===== src/hw/rtl/ttmf_pkg.sv =====
// ----------------------------------------------------------------------------
// ttmf_pkg
// shared widths, constants and controller/datapath types of the touch filter
// ----------------------------------------------------------------------------
`default_nettype none

package ttmf_pkg;

    // field widths
    localparam int SAMPLE_W  = 12;
    localparam int SCALE_W   = 16;
    localparam int CFG_W     = 16;
    localparam int CFG_IDX_W = 2;

    // burst shape
    localparam int SAMPLE_COUNT = 10;
    localparam int DROP_HIGH    = 3;
    localparam int KEEP_COUNT   = 5;
    localparam int CNT_W        = $clog2(SAMPLE_COUNT);
    localparam int PHASE_W      = $clog2(SAMPLE_COUNT);

    // trimmed sum and mean by reciprocal multiply
    localparam int SUM_W      = $clog2(KEEP_COUNT * ((1 << SAMPLE_W) - 1) + 1);
    localparam int MEAN_SH    = SUM_W + $clog2(KEEP_COUNT);
    localparam int MEAN_RECIP = ((1 << MEAN_SH) + KEEP_COUNT - 1) / KEEP_COUNT;
    localparam int RECIP_W    = SUM_W + 1;
    localparam int PROD_W     = SUM_W + RECIP_W;

    // screen conversion: ((4096 - mean) << 8) / scale
    localparam int FRAC_W    = 8;
    localparam int NUM_W     = SAMPLE_W + 1 + FRAC_W;
    localparam int DIV_CNT_W = $clog2(NUM_W + 1);
    localparam logic [SAMPLE_W:0]   FULL_SCALE = (SAMPLE_W + 1)'(1 << SAMPLE_W);
    localparam logic [SAMPLE_W-1:0] MAX_COORD  = '1;

    // register reset values
    localparam logic [SAMPLE_W-1:0] LOW_LIMIT_RST  = SAMPLE_W'(100);
    localparam logic [SAMPLE_W-1:0] HIGH_LIMIT_RST = SAMPLE_W'(4000);
    localparam logic [SCALE_W-1:0]  SCALE_X_RST    = SCALE_W'(2048);
    localparam logic [SCALE_W-1:0]  SCALE_Y_RST    = SCALE_W'(3610);

    typedef logic [SAMPLE_W-1:0] sample_t;
    typedef logic [SCALE_W-1:0]  scale_t;

    // configuration register indexes
    typedef enum logic [CFG_IDX_W-1:0] {
        CFG_LOW_LIMIT  = 2'd0,
        CFG_HIGH_LIMIT = 2'd1,
        CFG_SCALE_X    = 2'd2,
        CFG_SCALE_Y    = 2'd3
    } cfg_idx_t;

    // controller to datapath commands
    typedef struct packed {
        logic accept;
        logic sort_step;
        logic sort_odd;
        logic sum;
        logic mul;
        logic div_start;
        logic load_full;
        logic load_early;
    } dp_cmd_t;

    // datapath to controller status
    typedef struct packed {
        logic fill;
        logic pen_down;
        logic div_done;
    } dp_status_t;

endpackage

`default_nettype wire


===== src/hw/rtl/ttmf_div.sv =====
// ----------------------------------------------------------------------------
// ttmf_div
// restoring divider, one quotient bit per cycle, saturating 12-bit result
// ----------------------------------------------------------------------------
`default_nettype none

module ttmf_div (
    input  wire logic                     aclk,
    input  wire logic                     aresetn,
    input  wire logic                     start,
    input  wire logic [ttmf_pkg::NUM_W-1:0] numer,
    input  wire ttmf_pkg::scale_t         divisor,
    output ttmf_pkg::sample_t             quotient,
    output logic                          done
);
    import ttmf_pkg::*;

    logic [SCALE_W-1:0]   rem_reg, rem_next;
    logic [NUM_W-1:0]     quo_reg, quo_next;
    logic [DIV_CNT_W-1:0] cnt_reg, cnt_next;
    logic                 busy_reg, busy_next;
    logic                 done_reg, done_next;
    logic [SCALE_W:0]     trial;
    logic [SCALE_W:0]     diff;

    // one shift-subtract step
    always_comb begin
        trial     = {rem_reg, quo_reg[NUM_W-1]};
        diff      = trial - {1'b0, divisor};
        rem_next  = rem_reg;
        quo_next  = quo_reg;
        cnt_next  = cnt_reg;
        busy_next = busy_reg;
        done_next = 1'b0;
        if (start) begin
            rem_next  = '0;
            quo_next  = numer;
            cnt_next  = DIV_CNT_W'(NUM_W);
            busy_next = 1'b1;
        end else if (busy_reg) begin
            if (trial >= {1'b0, divisor}) begin
                rem_next = diff[SCALE_W-1:0];
                quo_next = {quo_reg[NUM_W-2:0], 1'b1};
            end else begin
                rem_next = trial[SCALE_W-1:0];
                quo_next = {quo_reg[NUM_W-2:0], 1'b0};
            end
            cnt_next = cnt_reg - DIV_CNT_W'(1);
            if (cnt_reg == DIV_CNT_W'(1)) begin
                busy_next = 1'b0;
                done_next = 1'b1;
            end
        end
    end

    // step state
    always_ff @(posedge aclk) begin
        if (!aresetn) begin
            cnt_reg  <= '0;
            busy_reg <= 1'b0;
            done_reg <= 1'b0;
        end else begin
            cnt_reg  <= cnt_next;
            busy_reg <= busy_next;
            done_reg <= done_next;
        end
    end

    // working registers
    always_ff @(posedge aclk) begin
        rem_reg <= rem_next;
        quo_reg <= quo_next;
    end

    // zero divisor or oversize quotient clamps to the top code
    assign quotient = (divisor == '0 || (|quo_reg[NUM_W-1:SAMPLE_W])) ?
                      MAX_COORD : quo_reg[SAMPLE_W-1:0];
    assign done = done_reg;

endmodule

`default_nettype wire


===== src/hw/rtl/ttmf_datapath.sv =====
// ----------------------------------------------------------------------------
// ttmf_datapath
// config registers, sample stores, sorting network step, trimmed mean,
// screen dividers and output register
// ----------------------------------------------------------------------------
`default_nettype none

module ttmf_datapath (
    input  wire logic                          aclk,
    input  wire logic                          aresetn,
    input  wire logic                          cfg_we,
    input  wire logic [ttmf_pkg::CFG_IDX_W-1:0] cfg_index,
    input  wire logic [ttmf_pkg::CFG_W-1:0]     cfg_wdata,
    input  wire ttmf_pkg::sample_t             s_sample_x,
    input  wire ttmf_pkg::sample_t             s_sample_y,
    input  wire logic                          s_pen_down,
    input  wire ttmf_pkg::dp_cmd_t             cmd,
    output ttmf_pkg::dp_status_t               status,
    output ttmf_pkg::sample_t                  m_raw_x,
    output ttmf_pkg::sample_t                  m_raw_y,
    output ttmf_pkg::sample_t                  m_screen_x,
    output ttmf_pkg::sample_t                  m_screen_y,
    output logic                               m_status
);
    import ttmf_pkg::*;

    sample_t             low_limit_reg, high_limit_reg;
    scale_t              scale_x_reg, scale_y_reg;
    logic [CNT_W-1:0]    count_reg, count_next;
    sample_t             x_store_reg [SAMPLE_COUNT];
    sample_t             y_store_reg [SAMPLE_COUNT];
    sample_t             x_sorted [SAMPLE_COUNT];
    sample_t             y_sorted [SAMPLE_COUNT];
    logic [SUM_W-1:0]    sum_x, sum_y;
    logic [SUM_W-1:0]    sum_x_reg, sum_y_reg;
    logic [PROD_W-1:0]   prod_x_reg, prod_y_reg;
    sample_t             mean_x, mean_y;
    logic [SAMPLE_W:0]   diff_x, diff_y;
    logic [NUM_W-1:0]    numer_x, numer_y;
    sample_t             quo_x, quo_y;
    logic                done_x, done_y;
    logic                smp_ok;
    logic                fill;
    sample_t             raw_x_reg, raw_y_reg, screen_x_reg, screen_y_reg;
    logic                status_reg;

    // configuration writes
    always_ff @(posedge aclk) begin
        if (!aresetn) begin
            low_limit_reg  <= LOW_LIMIT_RST;
            high_limit_reg <= HIGH_LIMIT_RST;
            scale_x_reg    <= SCALE_X_RST;
            scale_y_reg    <= SCALE_Y_RST;
        end else if (cfg_we) begin
            case (cfg_idx_t'(cfg_index))
                CFG_LOW_LIMIT: begin
                    low_limit_reg <= cfg_wdata[SAMPLE_W-1:0];
                end
                CFG_HIGH_LIMIT: begin
                    high_limit_reg <= cfg_wdata[SAMPLE_W-1:0];
                end
                CFG_SCALE_X: begin
                    scale_x_reg <= cfg_wdata[SCALE_W-1:0];
                end
                CFG_SCALE_Y: begin
                    scale_y_reg <= cfg_wdata[SCALE_W-1:0];
                end
                default: begin
                end
            endcase
        end
    end

    // sample window check and burst fill detection
    assign smp_ok = (s_sample_x > low_limit_reg) && (s_sample_x < high_limit_reg) &&
                    (s_sample_y > low_limit_reg) && (s_sample_y < high_limit_reg);
    assign fill   = smp_ok && (count_reg == CNT_W'(SAMPLE_COUNT - 1));

    // pairs held; cleared at the end of every burst
    always_comb begin
        count_next = count_reg;
        if (cmd.accept) begin
            if (fill || !s_pen_down) begin
                count_next = '0;
            end else if (smp_ok) begin
                count_next = count_reg + CNT_W'(1);
            end
        end
    end

    always_ff @(posedge aclk) begin
        if (!aresetn) begin
            count_reg <= '0;
        end else begin
            count_reg <= count_next;
        end
    end

    // one odd-even transposition phase, larger value to the lower slot
    always_comb begin
        x_sorted = x_store_reg;
        y_sorted = y_store_reg;
        for (int i = 0; i < SAMPLE_COUNT - 1; i++) begin
            if (i[0] == cmd.sort_odd) begin
                if (x_store_reg[i] < x_store_reg[i+1]) begin
                    x_sorted[i]   = x_store_reg[i+1];
                    x_sorted[i+1] = x_store_reg[i];
                end
                if (y_store_reg[i] < y_store_reg[i+1]) begin
                    y_sorted[i]   = y_store_reg[i+1];
                    y_sorted[i+1] = y_store_reg[i];
                end
            end
        end
    end

    // sample stores: fill on accept, sort in place afterwards
    always_ff @(posedge aclk) begin
        if (cmd.accept && smp_ok) begin
            x_store_reg[count_reg] <= s_sample_x;
            y_store_reg[count_reg] <= s_sample_y;
        end else if (cmd.sort_step) begin
            x_store_reg <= x_sorted;
            y_store_reg <= y_sorted;
        end
    end

    // sum of the kept middle ranks
    always_comb begin
        sum_x = '0;
        sum_y = '0;
        for (int k = 0; k < KEEP_COUNT; k++) begin
            sum_x = sum_x + SUM_W'(x_store_reg[DROP_HIGH + k]);
            sum_y = sum_y + SUM_W'(y_store_reg[DROP_HIGH + k]);
        end
    end

    // sum register, then reciprocal multiply for the mean
    always_ff @(posedge aclk) begin
        if (cmd.sum) begin
            sum_x_reg <= sum_x;
            sum_y_reg <= sum_y;
        end
        if (cmd.mul) begin
            prod_x_reg <= PROD_W'(sum_x_reg) * PROD_W'(MEAN_RECIP);
            prod_y_reg <= PROD_W'(sum_y_reg) * PROD_W'(MEAN_RECIP);
        end
    end

    assign mean_x  = prod_x_reg[MEAN_SH +: SAMPLE_W];
    assign mean_y  = prod_y_reg[MEAN_SH +: SAMPLE_W];
    assign diff_x  = FULL_SCALE - {1'b0, mean_x};
    assign diff_y  = FULL_SCALE - {1'b0, mean_y};
    assign numer_x = {diff_x, {FRAC_W{1'b0}}};
    assign numer_y = {diff_y, {FRAC_W{1'b0}}};

    // screen coordinate dividers, one per axis
    ttmf_div u_div_x (
        .aclk     (aclk),
        .aresetn  (aresetn),
        .start    (cmd.div_start),
        .numer    (numer_x),
        .divisor  (scale_x_reg),
        .quotient (quo_x),
        .done     (done_x)
    );

    ttmf_div u_div_y (
        .aclk     (aclk),
        .aresetn  (aresetn),
        .start    (cmd.div_start),
        .numer    (numer_y),
        .divisor  (scale_y_reg),
        .quotient (quo_y),
        .done     (done_y)
    );

    // output register
    always_ff @(posedge aclk) begin
        if (cmd.load_full) begin
            raw_x_reg    <= mean_x;
            raw_y_reg    <= mean_y;
            screen_x_reg <= quo_x;
            screen_y_reg <= quo_y;
            status_reg   <= 1'b0;
        end else if (cmd.load_early) begin
            raw_x_reg    <= '0;
            raw_y_reg    <= '0;
            screen_x_reg <= '0;
            screen_y_reg <= '0;
            status_reg   <= 1'b1;
        end
    end

    assign m_raw_x    = raw_x_reg;
    assign m_raw_y    = raw_y_reg;
    assign m_screen_x = screen_x_reg;
    assign m_screen_y = screen_y_reg;
    assign m_status   = status_reg;

    assign status = '{fill: fill, pen_down: s_pen_down, div_done: done_x && done_y};

endmodule

`default_nettype wire


===== src/hw/rtl/ttmf_ctrl.sv =====
// ----------------------------------------------------------------------------
// ttmf_ctrl
// sequencer for sample intake, sort phases, mean, divide and result hand-off
// ----------------------------------------------------------------------------
`default_nettype none

module ttmf_ctrl (
    input  wire logic                 aclk,
    input  wire logic                 aresetn,
    input  wire logic                 s_valid,
    output logic                      s_ready,
    output logic                      m_valid,
    input  wire logic                 m_ready,
    output ttmf_pkg::dp_cmd_t         cmd,
    input  wire ttmf_pkg::dp_status_t status
);
    import ttmf_pkg::*;

    typedef enum logic [2:0] {
        S_IDLE,
        S_SORT,
        S_SUM,
        S_MUL,
        S_DIV_START,
        S_DIV_WAIT,
        S_OUT,
        S_EARLY
    } state_t;

    state_t             state_reg, state_next;
    logic [PHASE_W-1:0] phase_reg, phase_next;
    logic               m_valid_reg, m_valid_next;
    logic               accept;
    logic               out_free;

    assign s_ready  = (state_reg == S_IDLE);
    assign accept   = s_valid && s_ready;
    assign out_free = !m_valid_reg || m_ready;

    // next state and commands
    always_comb begin
        state_next     = state_reg;
        phase_next     = phase_reg;
        cmd            = '0;
        cmd.accept     = accept;
        cmd.sort_odd   = phase_reg[0];
        case (state_reg)
            S_IDLE: begin
                phase_next = '0;
                if (accept) begin
                    if (status.fill) begin
                        state_next = S_SORT;
                    end else if (!status.pen_down) begin
                        state_next = S_EARLY;
                    end
                end
            end
            S_SORT: begin
                cmd.sort_step = 1'b1;
                if (phase_reg == PHASE_W'(SAMPLE_COUNT - 1)) begin
                    phase_next = '0;
                    state_next = S_SUM;
                end else begin
                    phase_next = phase_reg + PHASE_W'(1);
                end
            end
            S_SUM: begin
                cmd.sum    = 1'b1;
                state_next = S_MUL;
            end
            S_MUL: begin
                cmd.mul    = 1'b1;
                state_next = S_DIV_START;
            end
            S_DIV_START: begin
                cmd.div_start = 1'b1;
                state_next    = S_DIV_WAIT;
            end
            S_DIV_WAIT: begin
                if (status.div_done) begin
                    state_next = S_OUT;
                end
            end
            S_OUT: begin
                if (out_free) begin
                    cmd.load_full = 1'b1;
                    state_next    = S_IDLE;
                end
            end
            S_EARLY: begin
                if (out_free) begin
                    cmd.load_early = 1'b1;
                    state_next     = S_IDLE;
                end
            end
            default: begin
                state_next = S_IDLE;
            end
        endcase
    end

    // result valid flag
    always_comb begin
        if (cmd.load_full || cmd.load_early) begin
            m_valid_next = 1'b1;
        end else if (m_ready) begin
            m_valid_next = 1'b0;
        end else begin
            m_valid_next = m_valid_reg;
        end
    end

    // state and registered outputs
    always_ff @(posedge aclk) begin
        if (!aresetn) begin
            state_reg   <= S_IDLE;
            phase_reg   <= '0;
            m_valid_reg <= 1'b0;
        end else begin
            state_reg   <= state_next;
            phase_reg   <= phase_next;
            m_valid_reg <= m_valid_next;
        end
    end

    assign m_valid = m_valid_reg;

endmodule

`default_nettype wire


===== src/hw/rtl/touch_trimmed_mean_filter.sv =====
// ----------------------------------------------------------------------------
// touch_trimmed_mean_filter
// usage:
//   s_ channel takes one X/Y conversion pair plus pen state per request.
//   Pairs strictly inside low/high limits are held; the tenth held pair ends a
//   burst with a trimmed mean (three highest and two lowest dropped per axis)
//   and screen coordinates ((4096 - mean) << 8) / scale. A pen-up request that
//   does not fill the burst gives a status 1 result with zero coordinates.
//   m_ channel carries at most one result per input request.
//   A request that yields no result leaves s_ready high, so such requests
//   can follow back to back.
//   Pen-up early result: accept leads to S_EARLY, which sets m_valid once the
//   output is free, s_ready back with it. Completing request: m_valid follows
//   10 sort phases, sum and multiply steps and the 21-step divider (both axes
//   in parallel) and the output load; no new request is taken meanwhile.
//   The result sits in an output register; while the receiver stalls the
//   block still takes requests that give no result and waits with the next.
//   Reset (aresetn low at a clock edge) restores the register defaults and
//   empties the burst; cfg_we writes land at once and belong in idle periods.
// ----------------------------------------------------------------------------
`default_nettype none

module touch_trimmed_mean_filter (
    input  wire logic                          aclk,
    input  wire logic                          aresetn,
    input  wire logic                          cfg_we,
    input  wire logic [ttmf_pkg::CFG_IDX_W-1:0] cfg_index,
    input  wire logic [ttmf_pkg::CFG_W-1:0]     cfg_wdata,
    input  wire logic                          s_valid,
    output logic                               s_ready,
    input  wire ttmf_pkg::sample_t             s_sample_x,
    input  wire ttmf_pkg::sample_t             s_sample_y,
    input  wire logic                          s_pen_down,
    output logic                               m_valid,
    input  wire logic                          m_ready,
    output ttmf_pkg::sample_t                  m_raw_x,
    output ttmf_pkg::sample_t                  m_raw_y,
    output ttmf_pkg::sample_t                  m_screen_x,
    output ttmf_pkg::sample_t                  m_screen_y,
    output logic                               m_status
);
    import ttmf_pkg::*;

    dp_cmd_t    cmd;
    dp_status_t status;

    // sequencer
    ttmf_ctrl u_ctrl (
        .aclk    (aclk),
        .aresetn (aresetn),
        .s_valid (s_valid),
        .s_ready (s_ready),
        .m_valid (m_valid),
        .m_ready (m_ready),
        .cmd     (cmd),
        .status  (status)
    );

    // storage and arithmetic
    ttmf_datapath u_datapath (
        .aclk       (aclk),
        .aresetn    (aresetn),
        .cfg_we     (cfg_we),
        .cfg_index  (cfg_index),
        .cfg_wdata  (cfg_wdata),
        .s_sample_x (s_sample_x),
        .s_sample_y (s_sample_y),
        .s_pen_down (s_pen_down),
        .cmd        (cmd),
        .status     (status),
        .m_raw_x    (m_raw_x),
        .m_raw_y    (m_raw_y),
        .m_screen_x (m_screen_x),
        .m_screen_y (m_screen_y),
        .m_status   (m_status)
    );

endmodule

`default_nettype wire


===== config.mk =====
export PLATFORM = sky130hd
export DESIGN_NAME = touch_trimmed_mean_filter
export DESIGN_NICKNAME = d
export VERILOG_FILES = /design/src/hw/rtl/ttmf_pkg.sv /design/src/hw/rtl/ttmf_div.sv /design/src/hw/rtl/ttmf_datapath.sv /design/src/hw/rtl/ttmf_ctrl.sv /design/src/hw/rtl/touch_trimmed_mean_filter.sv
export SDC_FILE = /design/constraint.sdc
export NUM_CORES = 2
export LEC_CHECK = 0
export ABC_AREA = 0
export BUFFER_PORTS_ARGS = -buffer_cell sky130_fd_sc_hd__buf_4
export CAP_MARGIN = 20
export CORE_MARGIN = 1
export CORE_UTILIZATION = 50
export DETAILED_ROUTE_END_ITERATION = 8
export HOLD_SLACK_MARGIN = 0.1
export PLACE_DENSITY = 0.66
export SLEW_MARGIN = 20
export SYNTH_ARGS = -nofsm -noshare
export SYNTH_HDL_FRONTEND = slang
export SYNTH_HIERARCHICAL = 1
export SYNTH_SLANG_ARGS = --single-unit

===== constraint.sdc =====
create_clock -name aclk -period 10 [get_ports aclk]
set_input_delay 2 -clock aclk [delete_from_list [all_inputs] [get_ports aclk]]
set_output_delay 2 -clock aclk [all_outputs]
set_load 0.01 [all_outputs]

Word level (Yosys, flattened, before mapping)

Index checks and enable logic that the tools add are counted.

Add/sub/neg operators: 16
$mul: 2
Order comparisons: 26
Eq/ne operators: 20
Mux-type cells: 91
Bitwise operators: 4
Reductions and logical operators: 46

Operators by type and width:

| kind                   | count |
|---|---|
| $mux 24                | 36 |
| $mux 120               | 4 |
| $bwmux 120             | 2 |
| $lt 12x12->1           | 20 |
| $mux 12                | 8 |
| $add 15x12->15         | 6 |
| $mux 21                | 4 |
| $mul 15x16->30 const B | 2 |
| $demux 12 s4           | 1 |
| $ge 17x16->1           | 2 |
| $logic_not 16->1       | 2 |
| $mux 16                | 2 |
| $sub 16x16->16         | 2 |
| $add 12x12->13         | 2 |
| $sub 13x12->13 const A | 2 |
| $gt 12x12->1           | 2 |
| $reduce_bool 2->1      | 11 |
| $pmux 3 s7             | 1 |
| $mux 5                 | 4 |
| $mux 1                 | 19 |
| $mux 3                 | 6 |
| $reduce_or 9->1        | 2 |
| $eq 3x3->1 const B     | 4 |
| $mux 4                 | 3 |
| 26 further kinds       | 58 |

Flip-flop bits (word level): 535
Input bits: 48
Output and inout bits: 51
Logic and storage cells: 256

Longest topological paths before layout

Word-level depth: 21
Gate-level depth with buffers: 21
Depth with buffers taken out: 21

Modules after synthesis

Netlist, hierarchy kept.

By module, submodules not included:

| module                         | instances | cells an instance | area an instance (sq um) | sequential area each (sq um) |
|---|---|---|---|---|
| ttmf_datapath                  | 1         | 3,648             | 36,855.3                 | 11,491.0 |
| ttmf_div at u_datapath.u_div_y | 1         | 341               | 3,120.5                  | 1,091.0 |
| ttmf_div at u_datapath.u_div_x | 1         | 291               | 2,855.2                  | 1,091.0 |
| ttmf_ctrl                      | 1         | 74                | 568.0                    | 160.2 |

Worst setup path before layout

OpenSTA, ideal clock, no wires.

Path kind: input to register
Start point: input s_sample_x[0]
End point: register u_datapath/x_store_reg[24] (netlist name), enable pin
Setup time: 0.438 ns
Data arrival time: 5.623 ns
Slack: 3.939 ns
Stages: 13
Buffers on the path: 3
Cell sequence: clkbuf_1 -> inv_1 -> ha_1 -> nand4_1 -> nor3_1 -> nor4_1 -> nand3_1 -> nor3_4 -> and4b_1 -> nand2_1 -> buf_2 -> buf_2 -> o21ai_0

Cells in the longest elaborated chain, start to end: 6

RTL lines:

| element                                      | RTL line                        | RTL |
|---|---|---|
| start: declaration                           | touch_trimmed_mean_filter.sv:31 | `input wire ttmf_pkg::sample_t s_sample_x,` |
| $gt 12x12->1 or $lt 12x12->1 (tied branches) | ttmf_datapath.sv:75             | `assign smp_ok = (s_sample_x > low_limit_reg) && (s_sample_x < high_limit_reg) &&` |
| $logic_and 1x1->1 * (2 in a row)             | ttmf_datapath.sv:75             |  |
| $logic_and 1x1->1 *                          | ttmf_datapath.sv:76             | `(s_sample_y > low_limit_reg) && (s_sample_y < high_limit_reg);` |
| $logic_and 1x1->1 *                          | ttmf_datapath.sv:119            | `if (cmd.accept && smp_ok) begin` |
| $reduce_bool 2->1 (no line) *                | -                               |  |
| end signal: indexed assignment               | ttmf_datapath.sv:120            | `x_store_reg[count_reg] <= s_sample_x;` |
| end signal: assignment                       | ttmf_datapath.sv:123            | `x_store_reg <= x_sorted;` |
| end: declaration                             | ttmf_datapath.sv:30             | `sample_t x_store_reg [SAMPLE_COUNT];` |

Mark *: on every way between the ends. The rest lies on a longest branch, timed or not.
A chain may end at the register's enable or synchronous reset.

Final worst setup path

Start point: register u_datapath.sum_y_reg[13]
End point: register u_datapath.prod_y_reg[28], data pin

Cells in the longest elaborated chain, start to end: 1

RTL lines:

| element                  | RTL line             | RTL |
|---|---|---|
| start: declaration       | ttmf_datapath.sv:35  | `logic [SUM_W-1:0] sum_x_reg, sum_y_reg;` |
| start signal: assignment | ttmf_datapath.sv:142 | `sum_y_reg <= sum_y;` |
| $mul 15x16->30           | ttmf_datapath.sv:146 | `prod_y_reg <= PROD_W'(sum_y_reg) * PROD_W'(MEAN_RECIP);` |
| end signal: assignment   | ttmf_datapath.sv:146 |  |
| end: declaration         | ttmf_datapath.sv:36  | `logic [PROD_W-1:0] prod_x_reg, prod_y_reg;` |

No other way between the ends.

==> metrics.csv <==
stage,metric,value,unit
floorplanning,die_x,297,um
placed_design,dp_hpwl,90400,um
sta,tightest_slew,1.17,ns
global_route,grt_max_degree,83,
setup_path,crit_arrival,6.23,ns
placed_design,port_buffers,98,
clocking,cts_buffer_depth,3,
clocking,clkLatencyLatePin,0.64,ns
logic_synthesis,async_flop_share,0,%
floorplanning,dieArea,0.0880,mm2
clocking,clkSinkCount,499,
logic_synthesis,ys.flop_type,edfxtp_1,
sta,hold_viol_final,0,
floorplanning,io-pin-count,99,
hold_path,hold_end,u_datapath/low_limit_reg[11],
route,ant_nets,0,
logic_synthesis,yosys_warnings,6,
floorplanning,rows,107,
clocking,tritoncts,built,
setup_path,end_kind,register,
setup_path,worstReg2RegStart,u_datapath/sum_y_reg[13],
layout,syn_to_final_growth,7.52,%
logic_synthesis,synth-edff-count,384,
hold_path,hold_path_class,reg2reg,
job,max-cap-violations,0,
run_status,status,"complete, no violations",
setup_path,crit_cells,18,
sta,fmax,0.170,GHz
setup_path,reg2reg_to,u_datapath/prod_y_reg[28],
layout,final_cell_mix,"537 x ha_1, 511 x inv_1, 384 x edfxtp_1, 290 x nand2_1, 234 x mux2i_1",
sta,final_max_slew_viol_count,0,
clocking,holdBufCountCts,0,
route,drt_wl_total,120000,um
global_route,gr-total-overflow,0,
hold_path,min_from,u_datapath/low_limit_reg[11],
sta,post-route-period-util,58.8,%
route,vias,33200,
route,drtPass1Iterations,6,
sta,whs,0.468,ns
sta,setup_viol,0,
logic_synthesis,synthCells,4354,
floorplanning,start_util,50.7,%
clocking,cts_made_buffers,54,
route,via_per_inst,6.02,
placed_design,pre_cts_slack,3.57,ns
clocking,htreeDepth,2,
setup_path,r2r_cells,18,
sta,clock_skew,0.0440,ns
global_route,grtUsageTotal,26.9,%
route,drtIter0Drc,2953,
clocking,cts_resized,0,
setup_path,cp_data_required_time,10.34,ns
layout,layout-drive-gt1-share,8.57,%
logic_synthesis,avgSynthCellArea,9.97,um2
global_route,first_global_vias,32200,
logic_synthesis,syn-cell-area,0.0434,mm2
floorplanning,core,0.0855,mm2
setup_path,crit_fanout,4,
logic_synthesis,synth_seq_area_share,31.9,%
clocking,post_cts_buffers,0,
sta,relSlewSlack,21.7,%
layout,fin_nets,5090,
layout,antenna_cells,0,
setup_path,crit_slowest_cell,fa_1,
setup_path,cp_top_family,adder cells,
logic_synthesis,synthDistinctLibCells,104,
layout,final_common_cell,ha_1,
placed_design,place.gp.congestion,0.945,
route,drc,0,
global_route,grt_pass1_wl,184000,um
setup_path,crit_type,reg2reg,
logic_synthesis,synth_seq_cells,499,
sta,rsz0062_at_grt,false,
setup_path,start_kind,register,
sta,fin_tns_setup,0,ns
clocking,clk_pin_slew,0.07,ns
setup_path,crit_path_frequent_cell,ha_1,
sta,period_needed,5.88,ns
sta,fin_ws,4.12,ns
setup_path,slowest_delay,0.54,ns
setup_path,path_cells,inv_1 > ha_1 > inv_1 > ha_1 > xor2_1 > fa_1 > ha_1 > xor2_1 > fa_1 > fa_1 > ha_1 > a211oi_1 > and2_1 > o31a_1 > o211ai_1 > nor4_1 > o31ai_1 > xor2_1,
setup_path,rrSetupSlack,4.12,ns
hold_path,hold_depth,2,
clocking,root_buffer,clkbuf_16,
global_route,antenna_found_initial,0,
floorplanning,fp.dieH,297,um
route,wl_per_cell,21.7,um
setup_path,cp_num_buf_inv,2,
-- synth_stat cells, types with 20 or more instances --
cell type	number	area share [%]
a211oi_1	43	0.74
a21boi_0	53	0.92
a21o_1	86	1.5
a21oi_1	144	1.7
a22o_1	32	0.65
a2bb2oi_1	36	0.73
a32o_1	27	0.62
and2_1	64	0.92
buf_1	25	0.22
buf_2	48	0.55
buf_4	21	0.36
clkbuf_1	131	1.1
dfxtp_1	115	5.3
edfxtp_1	384	27
fa_1	184	8.5
ha_1	538	16
inv_1	511	4.4
mux2_2	54	1.4
mux2i_1	234	5.4
nand2_1	291	2.5
nand2b_1	40	0.58
nand3_1	186	2.1
nand4_1	100	1.4
nor2_1	139	1.2
nor2b_1	34	0.49
nor3_1	39	0.45
nor4_1	29	0.42
o211ai_1	84	1.5
o21a_1	33	0.57
o21ai_0	144	1.7
o21ai_1	32	0.37
o221ai_1	40	0.81
o2bb2ai_1	30	0.61
o31ai_1	20	0.35
or2_2	38	0.55
xnor2_1	72	1.5
xor2_1	34	0.69
-- cell families (layout without fill, tap and decap cells) --
logic type | Yosys count | count (layout) | synth area share, %
and+or+nand+nor | 1024 | 1024 | 12.0
AOI/OAI and AO/OA | 952 | 952 | 15.8
buffers and inverters | 754 | 748 | 7.16
adders and majority gates | 722 | 722 | 24.0
DFF | 499 | 499 | 31.9
muxes | 296 | 296 | 7.01
xor gates and xnor gates | 106 | 106 | 2.14
other | 1 | 16 | 0.00864
-- metal layers --
layer  share of wire, %  track usage, %  vias up
met5                  0               0        -
met4                3.8            10.1        0
met3                6.2            3.75      255
met2                 46            43.1     1182
met1                 44            36.9    16000
li1                   -               -    15700
-- per-stage QoR --
step / cell area (um2) / instances / util, %
after detailed placement: 44800 / 5407 / 52.3
after CTS: 46600 / 5506 / 54.5
after global routing: 46700 / 5507 / 54.5
after floorplan: 43500 / 4369 / -
after global placement: 44800 / 5407 / 52.3
final: 46700 / 5507 / 54.5
-- tightest hold or removal path, stage by stage, from the launching register on --
cell      delay [ns]
dfxtp_1         0.31
nand2_1         0.05
a21boi_0        0.06
-- layout make-up --
| cell class | count | area (um2) |
|---|---|---|
| Sequential cell | 499 | 13800 |
| Tap cell | 1144 | 1430 |
| Inverter | 511 | 1920 |
| Clock buffer | 65 | 1510 |
| Multi-Input combinational cell | 3116 | 26600 |
| Timing Repair Buffer | 138 | 1040 |
| Clock inverter | 34 | 345 |
| Fill cell | 7542 | 38900 |
-- worst max-delay path by stage --
| stage | endpoint | slack [ns] | start |
|---|---|---|---|
| floorplan | u_datapath/x_store_reg[24] | 3.94 | s_sample_x[0] |
| global placement | u_datapath/x_store_reg[119] | 3.63 | s_sample_x[4] |
| detailed placement | u_datapath/x_store_reg[114] | 3.57 | s_sample_x[9] |
| CTS | u_datapath/prod_y_reg[28] | 4.07 | u_datapath/sum_y_reg[13] |
| global route | u_datapath/prod_y_reg[28] | 3.73 | u_datapath/sum_y_reg[13] |
| finish | u_datapath/prod_y_reg[28] | 4.12 | u_datapath/sum_y_reg[13] |
Power is left out: the tool's default activity adds up to more than one toggle a clock period on the data nets, which glitch-free logic cannot reach.
